$ cat config.mk
export PLATFORM = sky130hd
export DESIGN_NAME = nonlinear_bit_mix_and_unmix_core
export DESIGN_NICKNAME = d
export VERILOG_FILES = /design/src/design/nbm_pkg.sv /design/src/design/nbm_cell.sv /design/src/design/nonlinear_bit_mix_and_unmix_core.sv
export SDC_FILE = /design/constraint.sdc
export NUM_CORES = 2
export LEC_CHECK = 0
export BUFFER_PORTS_ARGS = -buffer_cell sky130_fd_sc_hd__buf_4
export CAP_MARGIN = 20
export CELL_PAD_IN_SITES_DETAIL_PLACEMENT = 1
export CELL_PAD_IN_SITES_GLOBAL_PLACEMENT = 2
export CORE_MARGIN = 2
export CORE_UTILIZATION = 51
export DETAILED_ROUTE_END_ITERATION = 8
export PLACE_DENSITY_LB_ADDON = 0.1
export SETUP_SLACK_MARGIN = 0.3
export SLEW_MARGIN = 20
export SYNTH_ARGS = -nofsm -noshare
export SYNTH_HDL_FRONTEND = slang
export SYNTH_SLANG_ARGS = --single-unit
$ cat constraint.sdc
create_clock -name aclk -period 9.2 [get_ports aclk]
set_input_delay 0.46 -clock aclk [delete_from_list [all_inputs] [get_ports aclk]]
set_output_delay 0.46 -clock aclk [all_outputs]
set_load 0.1 [all_outputs]
$ cat src/design/nbm_pkg.sv
// ----------------------------------------------------------------------------
// Nonlinear bit mix package
// Shared widths, stream packing constants and the item record that moves
// from cell to cell along the mixing chain.
// ----------------------------------------------------------------------------
package nbm_pkg;

    // Word width of the data and key words; one cell per bit.
    localparam int WIDTH = 41;

    // Stream data widths, rounded up to whole bytes.
    localparam int IN_TDATA_W  = ((2 * WIDTH + 7) / 8) * 8;
    localparam int OUT_TDATA_W = ((WIDTH + 7) / 8) * 8;

    // Operation codes carried in the input tuser.
    localparam logic OP_MIX   = 1'b0;
    localparam logic OP_UNMIX = 1'b1;

    typedef logic [WIDTH-1:0] word_t;

    // One item in flight. The data and key words shift right by one bit per
    // cell, so every cell works on bit zero; result bits shift in at the top.
    typedef struct packed {
        logic  opcode;
        word_t data;
        word_t key;
        word_t res;
        logic  xp1;  // data bit i-1
        logic  xp2;  // data bit i-2
        logic  rp1;  // key bit i-1
        logic  rp2;  // key bit i-2
        logic  par;  // XOR of x[j] & r[j] for j < i
    } mix_item_t;

endpackage

$ cat src/design/nbm_cell.sv
// ----------------------------------------------------------------------------
// Nonlinear bit mix cell
// Handles one bit position of an item, then hands the item to the next cell
// through a registered stage with its own valid/ready handshake.
// ----------------------------------------------------------------------------
module nbm_cell (
    input  logic              aclk,
    input  logic              aresetn,
    input  logic              in_valid,
    output logic              in_ready,
    input  nbm_pkg::mix_item_t in_item,
    output logic              out_valid,
    input  logic              out_ready,
    output nbm_pkg::mix_item_t out_item
);

    logic               valid_reg;
    logic               valid_next;
    nbm_pkg::mix_item_t item_reg;
    nbm_pkg::mix_item_t item_next;

    logic s_bit;
    logic r_bit;
    logic c_bit;
    logic o_bit;
    logic x_bit;

    // The stage takes a new item when it is empty or its item moves on.
    assign in_ready = !valid_reg || out_ready;

    // Bit step: carry term from the two previous bits and the running parity.
    always_comb begin
        s_bit = in_item.data[0];
        r_bit = in_item.key[0];
        c_bit = (in_item.xp2 & in_item.xp1) ^ (in_item.rp2 & in_item.rp1) ^ in_item.par;
        o_bit = s_bit ^ r_bit ^ c_bit;
        x_bit = (in_item.opcode == nbm_pkg::OP_UNMIX) ? o_bit : s_bit;

        item_next        = in_item;
        item_next.data   = in_item.data >> 1;
        item_next.key    = in_item.key >> 1;
        item_next.res    = {o_bit, in_item.res[nbm_pkg::WIDTH-1:1]};
        item_next.par    = in_item.par ^ (x_bit & r_bit);
        item_next.xp2    = in_item.xp1;
        item_next.xp1    = x_bit;
        item_next.rp2    = in_item.rp1;
        item_next.rp1    = r_bit;
    end

    // Valid flag of the stage.
    always_comb begin
        valid_next = valid_reg;
        if (in_ready) begin
            valid_next = in_valid;
        end
    end

    always_ff @(posedge aclk) begin
        if (!aresetn) begin
            valid_reg <= 1'b0;
        end else begin
            valid_reg <= valid_next;
        end
    end

    // Payload register, loaded on each transfer into the stage.
    always_ff @(posedge aclk) begin
        if (in_valid && in_ready) begin
            item_reg <= item_next;
        end
    end

    assign out_valid = valid_reg;
    assign out_item  = item_reg;

endmodule

$ cat src/design/nonlinear_bit_mix_and_unmix_core.sv
// ----------------------------------------------------------------------------
// Nonlinear bit mix and unmix core
// An input transfer passes through all WIDTH cell registers before its result appears.
// Throughput: one item per cycle while the result side takes items; each of the WIDTH cells is a register stage.
// Stalls on the result side fill empty stages first, then stop the input.
// Reset (aresetn low, synchronous) empties every stage; the payload registers are not reset.
// ----------------------------------------------------------------------------
module nonlinear_bit_mix_and_unmix_core (
    input  logic                             aclk,
    input  logic                             aresetn,
    input  logic                             s_tvalid,
    output logic                             s_tready,
    input  logic [nbm_pkg::IN_TDATA_W-1:0]   s_tdata,  // data_in, key, zero fill
    input  logic                             s_tuser,  // opcode
    output logic                             m_tvalid,
    input  logic                             m_tready,
    output logic [nbm_pkg::OUT_TDATA_W-1:0]  m_tdata   // data_out, zero fill
);

    logic               valid_chain [nbm_pkg::WIDTH+1];
    logic               ready_chain [nbm_pkg::WIDTH+1];
    nbm_pkg::mix_item_t item_chain  [nbm_pkg::WIDTH+1];

    // Unpack the input transfer into a fresh item with cleared carry history.
    always_comb begin
        item_chain[0]        = '0;
        item_chain[0].opcode = s_tuser;
        item_chain[0].data   = s_tdata[nbm_pkg::WIDTH-1:0];
        item_chain[0].key    = s_tdata[2*nbm_pkg::WIDTH-1:nbm_pkg::WIDTH];
    end

    assign valid_chain[0] = s_tvalid;
    assign s_tready       = ready_chain[0];

    // Row of identical cells, one per bit position.
    for (genvar i = 0; i < nbm_pkg::WIDTH; i++) begin : g_cell
        nbm_cell u_cell (
            .aclk      (aclk),
            .aresetn   (aresetn),
            .in_valid  (valid_chain[i]),
            .in_ready  (ready_chain[i]),
            .in_item   (item_chain[i]),
            .out_valid (valid_chain[i+1]),
            .out_ready (ready_chain[i+1]),
            .out_item  (item_chain[i+1])
        );
    end

    // The last cell drives the result channel directly.
    assign m_tvalid                       = valid_chain[nbm_pkg::WIDTH];
    assign ready_chain[nbm_pkg::WIDTH]    = m_tready;
    assign m_tdata = nbm_pkg::OUT_TDATA_W'(item_chain[nbm_pkg::WIDTH].res);

endmodule

==> flow_metrics.py <==
metrics = {
    "timing": {
        "setup_tns_ps": 0,
        "hold_slack_ps": 293.7,
        "period_minus_slack_ps": 3274,
        "finalSetupViolations": 0,
        "worstMarginPinSlew_ps": 963.4,
        "fin_worst_skew_ps": 40.82,
        "relSlewSlack": 0.3577,
        "slew_viol_final": 0,
        "finalHoldViolCount": 0,
        "fin_crit_sh": 0.3558,
        "rsz0062_at_grt": "false",
        "max_freq_ghz": 0.3055,
    },
    "placed_design": {
        "place_inst": 5979,
        "post-dp-hpwl_mm": 62.34,
        "placed_cell_area_mm2": 0.09221,
        "gp_congestion": 0.6936,
        "io_buffers": 129,
    },
    "clock_tree": {
        "cts-htree-levels": 5,
        "cts_setup_buffers": 0,
        "ctsResizeCount": 0,
        "path_clk_slew_ps": 60,
        "clockBufferDepth": 4,
        "clock_sinks": 2779,
        "root_buffer": "clkbuf_16",
        "cts_buffers": 289,
        "cts_tree": "done",
        "clk_latency_ps": 880,
    },
    "global_routing": {
        "first_global_vias": 33820,
        "grt_start_max_net_pins": 86,
        "grtUsageTotal": 0.1193,
        "grt_pass1_wl_mm": 168.8,
        "gr-total-overflow": 0,
        "antenna_found_initial": 0,
    },
    "logic_synthesis": {
        "synth_simple_gate_area_frac": 0.01190,
        "seq_area_frac_synth": 0.9461,
        "synth_compound_area_frac": 0.01910,
        "synth.avg_cell_area_um2": 25.03,
        "ys_async_sr_fraction": 0,
        "synth_xor_area_frac": 0.01976,
        "synth_seq_cells": 2779,
        "synth_ff_type": "edfxtp_1",
        "netlist_area_mm2": 0.08777,
        "yosysWarnings": 0,
        "synth_edf_count": 2738,
        "synthMuxAreaShare": 0.0001283,
        "ys_types": 35,
        "postSynthCellCount": 3506,
        "yosys.area_share.adder": 0,
        "synth_top_family_by_area": "XOR/XNOR gates",
    },
    "pwr": {
        "p_leak_nw": 32.46,
        "clkPwrFrac": 0.435,
        "p_per_area_mw_per_mm2": 241.6,
        "peakVddDrop_v": 0.0002016,
        "power_frac_comb": 0.005,
        "p_int_mw": 20.23,
        "p_sw_frac": 0.1779,
        "p_switching_mw": 4.378,
        "p_seq_frac": 0.561,
    },
    "cells_and_area": {
        "antenna_cells": 0,
        "fin_area_mm2": 0.1019,
        "fillers": 13820,
        "nets": 4142,
        "layout.cells.non_filler": 6554,
        "synthToLayoutAreaGrowth_pct": 16.08,
        "fin_util": 0.5946,
        "final_cell_mix": "edfxtp_1, clkbuf_16, buf_4",
        "drive_gt1_frac": 0.1381,
        "final_common_cell": "edfxtp_1",
    },
    "worst_setup_path": {
        "r2r_end": "g_cell[2].u_cell.out_item[111]$_DFFE_PP_",
        "critPathKind": "register to register",
        "cp-start-kind": "register",
        "crit_required_ps": 9770,
        "cp_max_fo": 62,
        "critPathCaptureType": "register",
        "r2r_cells": 8,
        "r2r_slack_ps": 5930,
        "r2r-start": "g_cell[36].u_cell.out_valid$_SDFFE_PN0P_",
        "worstPathArrival_ps": 3840,
    },
    "route": {
        "antenna_left": 0,
        "first_iter_violations": 1374,
        "vias": 31300,
        "vias_per_cell": 4.776,
        "drt_first_pass_iters": 4,
        "wl_per_cell_um": 15.66,
        "drc": 0,
        "wl_mm": 102.6,
    },
    "floorplanning": {
        "die_w_um": 418.8,
        "die_area_mm2": 0.1754,
        "num_rows": 152,
        "die_y_um": 418.8,
        "coreArea_mm2": 0.1714,
        "initial_utilization": 0.5122,
        "boundaryPins": 143,
    },
    "worst_hold_path": {
        "hp-class": "primary input to register",
        "hold_path_end": "g_cell[0].u_cell.out_item[115]$_DFFE_PP_",
        "min_path_cells": 2,
        "min_from": "s_tdata[29]",
    },
    "run_status": {
        "outcome": "complete, no violations",
    },
    "flow_run": {
        "cap_viol_max_count": 0,
    },
}
## worst max-delay path: stages (launching register included)
cell and delay [ps]:
dfxtp_1 460, nand4_1 240, nor4_4 230, buf_4 290, nand3_2 260, nor3_1 730
a21boi_4 150, buf_4 270, buf_16 230
## routing by layer
metal	global-route usage	up-vias	routed length, um
met1	0.1222	15580	38210
met5	0	-	0
met3	0.03029	296	4311
met2	0.2268	465	56660
li1	-	14960	-
met4	0.05225	0	3430
## worst max-delay path by stage
stage / end / startpoint / depth (start not counted)
floorplan: g_cell[2].u_cell.out_item[0]$_DFFE_PP_ / g_cell[40].u_cell.out_valid$_SDFFE_PN0P_ / 6
global placement: g_cell[2].u_cell.out_item[108]$_DFFE_PP_ / m_tready / 8
detailed placement: g_cell[2].u_cell.out_item[111]$_DFFE_PP_ / m_tready / 8
CTS: g_cell[2].u_cell.out_item[111]$_DFFE_PP_ / g_cell[36].u_cell.out_valid$_SDFFE_PN0P_ / 7
global route: g_cell[2].u_cell.out_item[111]$_DFFE_PP_ / g_cell[30].u_cell.out_valid$_SDFFE_PN0P_ / 7
finish: g_cell[2].u_cell.out_item[111]$_DFFE_PP_ / g_cell[36].u_cell.out_valid$_SDFFE_PN0P_ / 8
## cell type report
type	count	area, um^2	area share
timing repair buffer	260	2210	0.02169
clock inverter	132	1095	0.01075
inverter	45	168.9	0.001658
tap	2310	2890	0.02837
multi-input combinational	674	4832	0.04743
sequential	2779	83040	0.8151
clock buffer	354	7646	0.07505
## timing repair
action                                  4_1_cts  5_1_grt
hold endpoints to repair                     97        0
hold buffers                                 87        0
endpoints found under the setup margin        0        0
## metrics by stage
stage,power [mW],setup WS [ps]
2_1_floorplan,14.12,1060
3_3_place_gp,14.14,5741
3_5_place_dp,14.15,5577
4_1_cts,25.00,5816
5_1_grt,25.45,5653
6_report,24.61,5926
## registers in the layout, indices dropped and copies added, names as in the netlist
register	cells
g_cell.u_cell.out_item	2738
g_cell.u_cell.out_valid	41
## cell families after synthesis
family          count (synthesis)
compound gates                245
xor+xnor                      198
buf+inv                        59
flops                        2779
mux                             1
other cells                     1
simple gates                  223
## power groups by stage
stage               Combinational (mW)  Sequential, mW  Clock [mW]
global placement                0.0859            14.1           0
detailed placement              0.0898            14.1           0
CTS                              0.119            13.8        11.1
global route                     0.132            13.8        11.5
floorplan                       0.0502            14.1           0
finish                           0.120            13.8        10.7
## synth_stat cells, types with 2 or more instances
master | count | share of area
xor2_1 | 117 | 0.012
nor2_1 | 56 | 0.0024
a22o_1 | 38 | 0.0038
a21oi_1 | 6 | 0.00034
inv_1 | 45 | 0.0019
and3_1 | 5 | 0.00036
clkbuf_1 | 5 | 0.00021
nor2b_1 | 29 | 0.0021
dfxtp_1 | 41 | 0.0094
edfxtp_1 | 2738 | 0.94
nor3_2 | 2 | 0.00023
and4_1 | 2 | 0.00020
nor3_1 | 3 | 0.00017
nand2_1 | 100 | 0.0043
xnor2_1 | 81 | 0.0081
o21ai_0 | 78 | 0.0044
o31ai_1 | 40 | 0.0034
a21boi_0 | 49 | 0.0042
buf_4 | 8 | 0.00068
nand4_1 | 5 | 0.00036
o21a_1 | 32 | 0.0027
nand3_1 | 6 | 0.00034
and2_1 | 8 | 0.00057
(Power assumes the default switching activity.)
